`config.mk`:
```
export PLATFORM = sky130hd
export DESIGN_NAME = color_matrix_converter_unit_flat
export DESIGN_NICKNAME = d
export VERILOG_FILES = /design/src/hdl/ccm_pkg.sv /design/src/hdl/ccm_pix_if.sv /design/src/hdl/ccm_cfg_regs.sv /design/src/hdl/ccm_mac.sv /design/src/hdl/ccm_round_clamp.sv /design/src/hdl/color_matrix_converter_unit.sv /design/src/flat_wrapper.sv
export SDC_FILE = /design/constraint.sdc
export NUM_CORES = 2
export LEC_CHECK = 0
export BUFFER_PORTS_ARGS = -buffer_cell sky130_fd_sc_hd__buf_2
export CORE_MARGIN = 2
export CORE_UTILIZATION = 35
export CTS_BUF_LIST = sky130_fd_sc_hd__clkbuf_8
export CTS_CLUSTER_SIZE = 12
export DETAILED_ROUTE_END_ITERATION = 6
export MAX_ROUTING_LAYER = met4
export PLACE_DENSITY = 0.51
export REMOVE_ABC_BUFFERS = 1
export SYNTH_ARGS = -nofsm -noshare
export SYNTH_HDL_FRONTEND = slang
export SYNTH_SLANG_ARGS = --single-unit
```
`constraint.sdc`:
```
create_clock -name clk -period 10.34 [get_ports clk]
set_input_delay 0 -clock clk [delete_from_list [all_inputs] [get_ports clk]]
set_output_delay 0 -clock clk [all_outputs]
set_load 0.005 [all_outputs]
```
`src/hdl/ccm_pkg.sv`:
```
// ----------------------------------------------------------------------------
// ccm_pkg
// Shared types, widths, register indexes and helpers of the color matrix
// converter.
// ----------------------------------------------------------------------------
package ccm_pkg;

	localparam int CH_N       = 3;
	localparam int PIX_W      = 8;
	localparam int COEFF_W    = 14;
	localparam int ROW_W      = CH_N * COEFF_W;
	localparam int DIFF_W     = PIX_W + 1;
	localparam int PROD_W     = DIFF_W + COEFF_W;
	localparam int SUM_W      = PROD_W + 2;
	localparam int FRAC_W     = 11;
	localparam int RND_W      = SUM_W - FRAC_W;
	localparam int VAL_W      = RND_W + 1;
	localparam int PACK_W     = CH_N * PIX_W;
	localparam int CFG_IDX_W  = 3;
	localparam int CFG_DATA_W = ROW_W;

	// register indexes of the configuration port
	localparam logic [CFG_IDX_W-1:0] REG_COEFF_RY   = 3'd0;
	localparam logic [CFG_IDX_W-1:0] REG_COEFF_GU   = 3'd1;
	localparam logic [CFG_IDX_W-1:0] REG_COEFF_BV   = 3'd2;
	localparam logic [CFG_IDX_W-1:0] REG_IN_OFFS    = 3'd3;
	localparam logic [CFG_IDX_W-1:0] REG_OUT_OFFS   = 3'd4;
	localparam logic [CFG_IDX_W-1:0] REG_LO_BOUND   = 3'd5;
	localparam logic [CFG_IDX_W-1:0] REG_HI_BOUND   = 3'd6;

	// reset values: identity matrix, no offsets, full clamp range
	localparam logic [ROW_W-1:0]  RST_COEFF_RY = ROW_W'(64'd2048);
	localparam logic [ROW_W-1:0]  RST_COEFF_GU = ROW_W'(64'd33554432);
	localparam logic [ROW_W-1:0]  RST_COEFF_BV = ROW_W'(64'd549755813888);
	localparam logic [PACK_W-1:0] RST_HI_BOUND = '1;

	// rounding constant, one half in Q14.11
	localparam logic signed [SUM_W-1:0] ROUND_HALF = SUM_W'(1 << (FRAC_W - 1));

	typedef logic [PIX_W-1:0]           pix_t;
	typedef logic signed [COEFF_W-1:0]  coeff_t;
	typedef logic signed [DIFF_W-1:0]   diff_t;
	typedef logic signed [PROD_W-1:0]   prod_t;
	typedef logic signed [VAL_W-1:0]    val_t;

	typedef struct packed {
		logic [CH_N-1:0][ROW_W-1:0] coeff_rows;
		logic [CH_N-1:0][PIX_W-1:0] in_offs;
		logic [CH_N-1:0][PIX_W-1:0] out_offs;
		logic [CH_N-1:0][PIX_W-1:0] lo_bound;
		logic [CH_N-1:0][PIX_W-1:0] hi_bound;
	} ccm_cfg_t;

	// coefficient k of one packed row
	function automatic coeff_t coeff_at(input logic [ROW_W-1:0] row, input int k);
		coeff_t c;
		c = row[k*COEFF_W +: COEFF_W];
		return c;
	endfunction

endpackage

```
`src/hdl/ccm_pix_if.sv`:
```
// ----------------------------------------------------------------------------
// ccm_pix_if
// Pixel channels of the converter: input pixel and converted pixel, each
// with valid/ready handshake.
// ----------------------------------------------------------------------------
interface ccm_in_if;
	logic                valid;
	logic                ready;
	ccm_pkg::pix_t       ry_in;
	ccm_pkg::pix_t       gu_in;
	ccm_pkg::pix_t       bv_in;

	modport source (output valid, ry_in, gu_in, bv_in, input ready);
	modport sink   (input valid, ry_in, gu_in, bv_in, output ready);
endinterface

interface ccm_out_if;
	logic                valid;
	logic                ready;
	ccm_pkg::pix_t       ry_out;
	ccm_pkg::pix_t       gu_out;
	ccm_pkg::pix_t       bv_out;

	modport source (output valid, ry_out, gu_out, bv_out, input ready);
	modport sink   (input valid, ry_out, gu_out, bv_out, output ready);
endinterface

```
`src/hdl/ccm_cfg_regs.sv`:
```
// ----------------------------------------------------------------------------
// ccm_cfg_regs
// Configuration register file: coefficient rows, offsets and clamp bounds,
// written through a plain index/data port.
// ----------------------------------------------------------------------------
module ccm_cfg_regs (
	input  logic                                 clk,
	input  logic                                 arst_n,
	input  logic                                 cfg_we,
	input  logic [ccm_pkg::CFG_IDX_W-1:0]        cfg_idx,
	input  logic [ccm_pkg::CFG_DATA_W-1:0]       cfg_wdata,
	output ccm_pkg::ccm_cfg_t                    cfg
);
	import ccm_pkg::*;

	ccm_cfg_t cfg_q;

	// register writes, out-of-range indexes are dropped
	always_ff @(posedge clk or negedge arst_n) begin
		if (!arst_n) begin
			cfg_q.coeff_rows[0] <= RST_COEFF_RY;
			cfg_q.coeff_rows[1] <= RST_COEFF_GU;
			cfg_q.coeff_rows[2] <= RST_COEFF_BV;
			cfg_q.in_offs       <= '0;
			cfg_q.out_offs      <= '0;
			cfg_q.lo_bound      <= '0;
			cfg_q.hi_bound      <= RST_HI_BOUND;
		end else if (cfg_we) begin
			case (cfg_idx)
				REG_COEFF_RY: cfg_q.coeff_rows[0] <= cfg_wdata;
				REG_COEFF_GU: cfg_q.coeff_rows[1] <= cfg_wdata;
				REG_COEFF_BV: cfg_q.coeff_rows[2] <= cfg_wdata;
				REG_IN_OFFS:  cfg_q.in_offs       <= cfg_wdata[PACK_W-1:0];
				REG_OUT_OFFS: cfg_q.out_offs      <= cfg_wdata[PACK_W-1:0];
				REG_LO_BOUND: cfg_q.lo_bound      <= cfg_wdata[PACK_W-1:0];
				REG_HI_BOUND: cfg_q.hi_bound      <= cfg_wdata[PACK_W-1:0];
				default: ;
			endcase
		end
	end

	assign cfg = cfg_q;

endmodule

```
`src/hdl/ccm_mac.sv`:
```
// ----------------------------------------------------------------------------
// ccm_mac
// First two pipeline stages: input offset subtraction, then the nine
// coefficient products of the 3x3 matrix.
// ----------------------------------------------------------------------------
module ccm_mac (
	input  logic                                         clk,
	input  logic                                         adv,
	input  ccm_pkg::ccm_cfg_t                            cfg,
	input  logic [ccm_pkg::CH_N-1:0][ccm_pkg::PIX_W-1:0] pix,
	output logic [ccm_pkg::CH_N-1:0][ccm_pkg::CH_N-1:0][ccm_pkg::PROD_W-1:0] prod_s2
);
	import ccm_pkg::*;

	diff_t [CH_N-1:0] diff_s1;
	logic  [CH_N-1:0][CH_N-1:0][PROD_W-1:0] prod_d;

	// stage 1: remove input offsets
	always_ff @(posedge clk) begin
		if (adv) begin
			for (int k = 0; k < CH_N; k++) begin
				diff_s1[k] <= $signed({1'b0, pix[k]}) - $signed({1'b0, cfg.in_offs[k]});
			end
		end
	end

	// stage 2: one product per coefficient
	always_comb begin
		for (int ch = 0; ch < CH_N; ch++) begin
			for (int k = 0; k < CH_N; k++) begin
				prod_d[ch][k] = prod_t'($signed(diff_s1[k]))
					* prod_t'(coeff_at(cfg.coeff_rows[ch], k));
			end
		end
	end

	always_ff @(posedge clk) begin
		if (adv) begin
			prod_s2 <= prod_d;
		end
	end

endmodule

```
`src/hdl/ccm_round_clamp.sv`:
```
// ----------------------------------------------------------------------------
// ccm_round_clamp
// Last two pipeline stages of one output channel: sum of products with
// rounding and output offset, then clamping to the channel bounds.
// ----------------------------------------------------------------------------
module ccm_round_clamp (
	input  logic                                          clk,
	input  logic                                          adv,
	input  logic [ccm_pkg::CH_N-1:0][ccm_pkg::PROD_W-1:0] prod,
	input  ccm_pkg::pix_t                                 out_off,
	input  ccm_pkg::pix_t                                 lo,
	input  ccm_pkg::pix_t                                 hi,
	output ccm_pkg::pix_t                                 res_s4
);
	import ccm_pkg::*;

	logic signed [SUM_W-1:0] sum;
	logic signed [RND_W-1:0] rnd;
	val_t                    val_s3;
	val_t                    lo_v;
	val_t                    hi_v;
	pix_t                    res_d;

	// stage 3: dot product, round half up by floor shift, add output offset
	always_comb begin
		sum = SUM_W'($signed(prod[0])) + SUM_W'($signed(prod[1]))
			+ SUM_W'($signed(prod[2])) + ROUND_HALF;
		rnd = sum[SUM_W-1:FRAC_W];
	end

	always_ff @(posedge clk) begin
		if (adv) begin
			val_s3 <= VAL_W'(rnd) + $signed({{(VAL_W-PIX_W){1'b0}}, out_off});
		end
	end

	// stage 4: zero or below and below minimum give minimum, then maximum
	always_comb begin
		lo_v = $signed({{(VAL_W-PIX_W){1'b0}}, lo});
		hi_v = $signed({{(VAL_W-PIX_W){1'b0}}, hi});
		if (val_s3 <= 0 || val_s3 < lo_v) begin
			res_d = lo;
		end else if (val_s3 > hi_v) begin
			res_d = hi;
		end else begin
			res_d = val_s3[PIX_W-1:0];
		end
	end

	always_ff @(posedge clk) begin
		if (adv) begin
			res_s4 <= res_d;
		end
	end

endmodule

```
`src/hdl/color_matrix_converter_unit.sv`:
```
// ----------------------------------------------------------------------------
// color_matrix_converter_unit
// Converts one pixel of three 8-bit components per clock through a
// programmable 3x3 Q3.11 matrix with per-channel input offsets, output
// offsets and clamp bounds. A pixel is taken every cycle while the output
// is not stalled; its result comes out after the four pipeline stages
// (offset subtract, multiply, sum and round, clamp). Input ready stays low
// during reset and until the registered run flag is set after it. When the
// output is stalled the whole pipeline holds, and it moves again as soon as
// the output transaction completes. Registers are written with
// cfg_we/cfg_idx/cfg_wdata and take effect on the next pixel; write them
// only while the pipeline is empty. After reset the matrix is identity,
// offsets are zero and the clamp range is full.
// ----------------------------------------------------------------------------
module color_matrix_converter_unit (
	input  logic                            clk,
	input  logic                            arst_n,
	input  logic                            cfg_we,
	input  logic [ccm_pkg::CFG_IDX_W-1:0]   cfg_idx,
	input  logic [ccm_pkg::CFG_DATA_W-1:0]  cfg_wdata,
	ccm_in_if.sink                          pix_in,
	ccm_out_if.source                       pix_out
);
	import ccm_pkg::*;

	ccm_cfg_t                         cfg;
	logic                             adv;
	logic                             run_q;
	logic                             valid_s1;
	logic                             valid_s2;
	logic                             valid_s3;
	logic                             valid_s4;
	logic [CH_N-1:0][PIX_W-1:0]       pix;
	logic [CH_N-1:0][CH_N-1:0][PROD_W-1:0] prod_s2;
	logic [CH_N-1:0][PIX_W-1:0]       res_s4;

	ccm_cfg_regs u_cfg (
		.clk       (clk),
		.arst_n    (arst_n),
		.cfg_we    (cfg_we),
		.cfg_idx   (cfg_idx),
		.cfg_wdata (cfg_wdata),
		.cfg       (cfg)
	);

	// pipeline moves unless a finished result is waiting
	assign adv          = !valid_s4 || pix_out.ready;
	assign pix_in.ready = adv && run_q;

	// valid bits travel with the data, input opens once run_q is set after reset
	always_ff @(posedge clk or negedge arst_n) begin
		if (!arst_n) begin
			run_q    <= 1'b0;
			valid_s1 <= 1'b0;
			valid_s2 <= 1'b0;
			valid_s3 <= 1'b0;
			valid_s4 <= 1'b0;
		end else begin
			run_q <= 1'b1;
			if (adv) begin
				valid_s1 <= pix_in.valid && run_q;
				valid_s2 <= valid_s1;
				valid_s3 <= valid_s2;
				valid_s4 <= valid_s3;
			end
		end
	end

	assign pix[0] = pix_in.ry_in;
	assign pix[1] = pix_in.gu_in;
	assign pix[2] = pix_in.bv_in;

	ccm_mac u_mac (
		.clk     (clk),
		.adv     (adv),
		.cfg     (cfg),
		.pix     (pix),
		.prod_s2 (prod_s2)
	);

	// one rounding and clamp slice per output channel
	for (genvar ch = 0; ch < CH_N; ch++) begin : g_chan
		ccm_round_clamp u_rc (
			.clk     (clk),
			.adv     (adv),
			.prod    (prod_s2[ch]),
			.out_off (cfg.out_offs[ch]),
			.lo      (cfg.lo_bound[ch]),
			.hi      (cfg.hi_bound[ch]),
			.res_s4  (res_s4[ch])
		);
	end

	assign pix_out.valid  = valid_s4;
	assign pix_out.ry_out = res_s4[0];
	assign pix_out.gu_out = res_s4[1];
	assign pix_out.bv_out = res_s4[2];

endmodule

```
`src/flat_wrapper.sv`:
```
// flat-port wrapper written by rule: the top's interface ports become plain ports
module color_matrix_converter_unit_flat import ccm_pkg::*;
  (clk, arst_n, cfg_we, cfg_idx, cfg_wdata, pix_in_valid, pix_in_ry_in, pix_in_gu_in, pix_in_bv_in, pix_in_ready, pix_out_valid, pix_out_ry_out, pix_out_gu_out, pix_out_bv_out, pix_out_ready);
  ccm_in_if pix_in_i ();
  ccm_out_if pix_out_i ();
  input  logic clk;
  input  logic arst_n;
  input  logic cfg_we;
  input  logic [ccm_pkg::CFG_IDX_W-1:0] cfg_idx;
  input  logic [ccm_pkg::CFG_DATA_W-1:0] cfg_wdata;
  input wire logic [$bits(pix_in_i.valid)-1:0] pix_in_valid;
  input wire logic [$bits(pix_in_i.ry_in)-1:0] pix_in_ry_in;
  input wire logic [$bits(pix_in_i.gu_in)-1:0] pix_in_gu_in;
  input wire logic [$bits(pix_in_i.bv_in)-1:0] pix_in_bv_in;
  output wire logic [$bits(pix_in_i.ready)-1:0] pix_in_ready;
  output wire logic [$bits(pix_out_i.valid)-1:0] pix_out_valid;
  output wire logic [$bits(pix_out_i.ry_out)-1:0] pix_out_ry_out;
  output wire logic [$bits(pix_out_i.gu_out)-1:0] pix_out_gu_out;
  output wire logic [$bits(pix_out_i.bv_out)-1:0] pix_out_bv_out;
  input wire logic [$bits(pix_out_i.ready)-1:0] pix_out_ready;
  assign pix_in_i.valid = pix_in_valid;
  assign pix_in_i.ry_in = pix_in_ry_in;
  assign pix_in_i.gu_in = pix_in_gu_in;
  assign pix_in_i.bv_in = pix_in_bv_in;
  assign pix_in_ready = pix_in_i.ready;
  assign pix_out_valid = pix_out_i.valid;
  assign pix_out_ry_out = pix_out_i.ry_out;
  assign pix_out_gu_out = pix_out_i.gu_out;
  assign pix_out_bv_out = pix_out_i.bv_out;
  assign pix_out_i.ready = pix_out_ready;
  color_matrix_converter_unit u_core (.clk(clk), .arst_n(arst_n), .cfg_we(cfg_we), .cfg_idx(cfg_idx), .cfg_wdata(cfg_wdata), .pix_in(pix_in_i), .pix_out(pix_out_i));
endmodule
```
Word level (Yosys, flattened, before mapping)
Cells that the tools add are included.
{"block": "op_classes", "n_addsub": 15, "mul": 9, "div": 0, "magnitude_cmp": 9, "n_eq_ne": 6, "n_shift": 0, "mux": 6, "n_bitwise": 0, "reduce_logical": 15}
{"operator": "$mul A9 B14 Y23", "count": 9}
{"operator": "$add A24 B23 Y25", "count": 3}
{"operator": "$add A25 B12 Y25 const B", "count": 3}
{"operator": "$add A23 B23 Y24", "count": 3}
{"operator": "$mux W8", "count": 6}
{"operator": "$add A14 B9 Y15", "count": 3}
{"operator": "$gt A15 B9 Y1", "count": 3}
{"operator": "$le A15 B1 Y1 const B", "count": 3}
{"operator": "$lt A15 B9 Y1", "count": 3}
{"operator": "$sub A8 B8 Y9", "count": 3}
{"operator": "$reduce_and A2 Y1", "count": 7}
{"operator": "$eq A3 B3 Y1 const B", "count": 3}
{"operator": "$eq A3 B2 Y1 const B", "count": 2}
{"operator": "$logic_or A1 B1 Y1", "count": 4}
{"operator": "$eq A3 B1 Y1 const B", "count": 1}
{"operator": "$logic_not A3 Y1", "count": 1}
{"operator": "$logic_and A1 B1 Y1", "count": 2}
{"operator": "$logic_not A1 Y1", "count": 1}
{"block": "totals", "reg_bits": 530, "latchBits": 0, "ram_bits": 0, "mem_bits_ro": 0, "output_inout_bits": 26, "word_cells": 98, "n_memories": 0}

Longest topological paths before layout
{"block": "logic_depth", "word_depth": 4, "depth_mapped": 26}

Modules after synthesis
A second synthesis with hierarchy kept.
{"block": "unflattened", "hier_cells": 6411, "hier_area_um2": 66603.9}
{"module": "ccm_mac", "n_inst": 1, "cells_per_inst": 4671, "area_per_inst_um2": 46718.6, "seq_area_each_um2": 7026.7}
{"module": "ccm_cfg_regs", "n_inst": 1, "cells_per_inst": 478, "area_per_inst_um2": 8354.3, "seq_area_each_um2": 5589.1}
{"module": "ccm_round_clamp (u_core.g_chan[0].u_rc ...)", "n_inst": 2, "cells_per_inst": 403, "area_per_inst_um2": 3671.0, "seq_area_each_um2": 690.7}
{"module": "ccm_round_clamp (u_core.g_chan[2].u_rc)", "n_inst": 1, "cells_per_inst": 441, "area_per_inst_um2": 3972.6, "seq_area_each_um2": 690.7}
{"module": "color_matrix_converter_unit", "n_inst": 1, "cells_per_inst": 15, "area_per_inst_um2": 216.5, "seq_area_each_um2": 125.1}

Least setup slack after synthesis
No wires, ideal clock.
{"block": "synth_path", "path_type": "reg2reg", "from": "reg u_core.valid_s4, in the netlist u_core.pix_out.valid", "to": "reg u_core.valid_s2", "setup_time_ps": 111, "t_arrival_ps": 9996, "t_required_ps": 10229, "slack_ps": 234, "stages_incl_launch_ff": 4, "path_buffers": 1, "synth_period_minus_slack_ps": 10106, "cell_sequence": "dfrtp_1 -> nand2b_1 -> clkbuf_1 -> mux2_2"}
{"block": "synth_between", "elab_chain_len": 2}
{"item": "start, declared", "line_no": "color_matrix_converter_unit.sv:32", "rtl": "logic valid_s4;"}
{"item": "start signal, assigned", "line_no": "color_matrix_converter_unit.sv:64", "rtl": "valid_s4 <= valid_s3;"}
{"item": "$logic_not A1 Y1", "line_no": "color_matrix_converter_unit.sv:47", "rtl": "assign adv = !valid_s4 || pix_out.ready;"}
{"item": "$logic_or A1 B1 Y1", "line_no": "color_matrix_converter_unit.sv:47"}
{"item": "end signal, assigned", "line_no": "color_matrix_converter_unit.sv:62", "rtl": "valid_s2 <= valid_s1;"}
{"item": "end, declared", "line_no": "color_matrix_converter_unit.sv:30", "rtl": "logic valid_s2;"}
No other way between the ends.
A chain may end at the register's enable or synchronous reset.

==> impl_metrics.toml <==
[sta]
fin_crit_sh = 0.6266
slew_violations = 0
setup-violations-final = 0
fmax_ghz = 0.1543
hold_violations = 0
relSlewSlack = 0.1394
period_minus_slack_ns = 6.480
setup_tns_ns = 0
holdWs_ns = 0.09866
grt_setup_unrepaired = "no"
worst_pin_slew_ns = 1.282
final.setup_skew_ns = 0.07122

[worst_setup_path]
cp.required_ns = 10.91
r2r_start = "u_core.u_mac.diff_s1[12]$_DFFE_PN_"
cp-start-kind = "register"
crit_path_end_kind = "register"
crit_fanout = 31
worstSetupPathType = "register to register"
crit_arrival_ns = 7.05
ff2ff_path_depth = 18
r2r_end = "u_core.u_mac.prod_s2[180]$_DFFE_PN_"
rrSetupSlack_ns = 3.86

[die]
die_y_um = 434.3
die_x_um = 434.3
die_area_um2 = 188600
core_area_um2 = 183500
ios = 100
initial_core_util = 0.3532
std_cell_rows = 157

[min_path]
holdCritPathClass = "input pin to register"
hp-start = "cfg_wdata[32]"
hold_depth = 3
hold_path_end = "u_core.u_cfg.cfg[128]$_DFFE_PN0P_"

[detailed_routing]
met1Wirelength_mm = 76.48
topRoutingLayerUsed = "met4"
drt-initial-drc-count = 2137
dr_wl_met2_mm = 80.37
wl_per_cell_um = 19.02
drc = 0
first_pass_iters = 5
routed_wirelength_mm = 167.7
ant_nets = 0
vias = 42100
dr_wl_met3_mm = 5.883
vias_per_cell = 4.774

[global_route]
grt_pass1_wl_mm = 269.3
antenna_found_initial = 20
grt-ovfl-total = 0
grt_start_max_net_pins = 109
grt_util_all_layers = 0.1920
grt_pass1_vias = 45810

[synth]
postSynthAreaPerCell_um2 = 10.55
netlist_top_cells_count = "inv_1, fa_1, ha_1, nand2_1, and2_1"
synth_area_leader_cell = "fa_1"
synthDominantCellAreaShare = 0.3142
postSynthCellCount = 6144
synth.most_common_cell = "inv_1"
ys_top_cells_by_area = "fa_1, edfxtp_1, ha_1"
async_flop_share = 0.4283
ys.flop_type = "edfxtp_1"
syn_area_um2 = 64800
yosysSeqAreaShare = 0.2286
synth_warnings = 0
synth_cell_types = 84
synth_edf_count = 303
synth_seq_cells = 530

[clocking]
clockRootBuffer = "clkbuf_8"
cts_buffers = 105
insertion_delay_ns = 0.86
post_cts_buffers = 0
cts.sinks = 530
cts_buffer_depth = 3
htreeDepth = 3
clk_pin_slew_ns = 0.06
cts_tree = "done"

[placed_design]
dp_hpwl_mm = 129.7
port-buffer-count = 99
place_area_um2 = 67830
gp_congestion = 0.8514

[layout]
drive_gt1_frac = 0.09661
fin_area_um2 = 71270
filler_cell_count = 18230
final_nets = 8000
final_util = 0.3884
synthToLayoutAreaGrowth_pct = 9.980

[outcome]
status = "finished, final reports clean"

[job]
max_cap_violations = 0
how the worst max path moves through the flow:
stage | startpoint | end | slack, ns | cells past startpoint
3_5_place_dp | u_core.u_mac.diff_s1[4]$_DFFE_PN_ | u_core.u_mac.prod_s2[159]$_DFFE_PN_ | 3.95 | 19
2_1_floorplan | pix_out_ready | u_core.valid_s2$_DFFE_PN0N_ | 1.81 | 2
3_3_place_gp | u_core.u_mac.diff_s1[4]$_DFFE_PN_ | u_core.u_mac.prod_s2[159]$_DFFE_PN_ | 3.99 | 19
4_1_cts | u_core.u_mac.diff_s1[12]$_DFFE_PN_ | u_core.u_mac.prod_s2[180]$_DFFE_PN_ | 3.86 | 18
5_1_grt | u_core.u_mac.diff_s1[4]$_DFFE_PN_ | u_core.u_mac.prod_s2[91]$_DFFE_PN_ | 3.54 | 17
6_report | u_core.u_mac.diff_s1[12]$_DFFE_PN_ | u_core.u_mac.prod_s2[180]$_DFFE_PN_ | 3.86 | 18
stage by stage:
stage               setup slack (ns)  std cells
finish                         3.860       8818
global route                   3.538       8816
global placement               3.986       8500
detailed placement             3.946       8500
floorplan                      1.808       5890
CTS                            3.857       8809
critical path: stages (launching register included):
cell and delay (ns):
edfxtp_1 0.62, buf_4 0.47, nand2_1 0.15, fa_1 0.55, fa_1 0.55, inv_1 0.05
fa_1 0.48, fa_1 0.52, fa_1 0.42, ha_1 0.33, a21oi_1 0.22, o21bai_1 0.10
a21oi_1 0.23, o21bai_1 0.14, a2111oi_1 0.72, nor3b_1 0.16, o21ai_0 0.21, nand2b_1 0.09
xor2_1 0.15
layout make-up:
type | count | area [um2] | share of cell area
multi-input combinational | 4235 | 44840 | 0.6291
sequential | 530 | 14810 | 0.2078
inverter | 1125 | 4223 | 0.05925
tap | 2464 | 3083 | 0.04326
timing repair buffer | 255 | 1979 | 0.02777
clock buffer | 119 | 1638 | 0.02298
clock inverter | 81 | 673.1 | 0.009445
antenna | 9 | 22.52 | 0.0003160
state kept, by name (all words and copies together), names as in the netlist:
| name | flops |
|---|---|
| u_core.g_chan.u_rc.res_s4 | 24 |
| u_core.g_chan.u_rc.val_s3 | 45 |
| u_core.valid_s1 | 1 |
| u_core.u_cfg.cfg | 222 |
| u_core.run_q | 1 |
| u_core.u_mac.diff_s1 | 27 |
| u_core.valid_s3 | 1 |
| u_core.u_mac.prod_s2 | 207 |
| u_core.valid_s2 | 1 |
| u_core.pix_out.valid | 1 |
cells by family (layout without fill, tap and decap cells):
logic type	Yosys count	count (layout)	share of synthesized area
adders and majority gates	1674	1674	0.4410
and+or+nand+nor	1538	1538	0.1173
buffers and inverters	1379	1580	0.07992
DFF	530	530	0.2286
AOI/OAI and AO/OA	467	467	0.04846
xor gates and xnor gates	285	285	0.03864
muxes	270	270	0.04605
other	1	10	0.00005787
cells in the final DEF (no fill, tap or decap), drive strengths merged, types with 12 or more instances in the layout:
cell and instances:
o21a 26, mux2 225, dfstp 27, nor3 41, o41ai 12, a21o 77, o21ai 82, clkbuf 119
a21boi 13, a21oi 141, and2 498, nor2 218, clkinv 28, a211oi 15, nor2b 28, edfxtp 303
xor2 57, and3 19, o21bai 40, buf 147, dfrtp 200, mux2i 45, ha 657, nand2 587
fa 1017, or3 19, nand2b 43, xnor2 228, nand3 35, dlygate4sd3 108, inv 1160
per-layer routing:
layer | track usage | up-vias
met2 | 0.3107 | 672
li1 | - | 19530
met5 | - | -
met3 | 0.01939 | 192
met1 | 0.2561 | 21710
met4 | 0.05442 | 0
what timing repair did:
item                                   4_1_cts  5_1_grt
resized for setup                            0        0
setup endpoints to repair                    0        0
endpoints found under the hold margin      415        0
hold buffers                               109        0
Power is not shown: default switching activity piles up to over one toggle a cycle in this logic, so the estimate is an artifact.
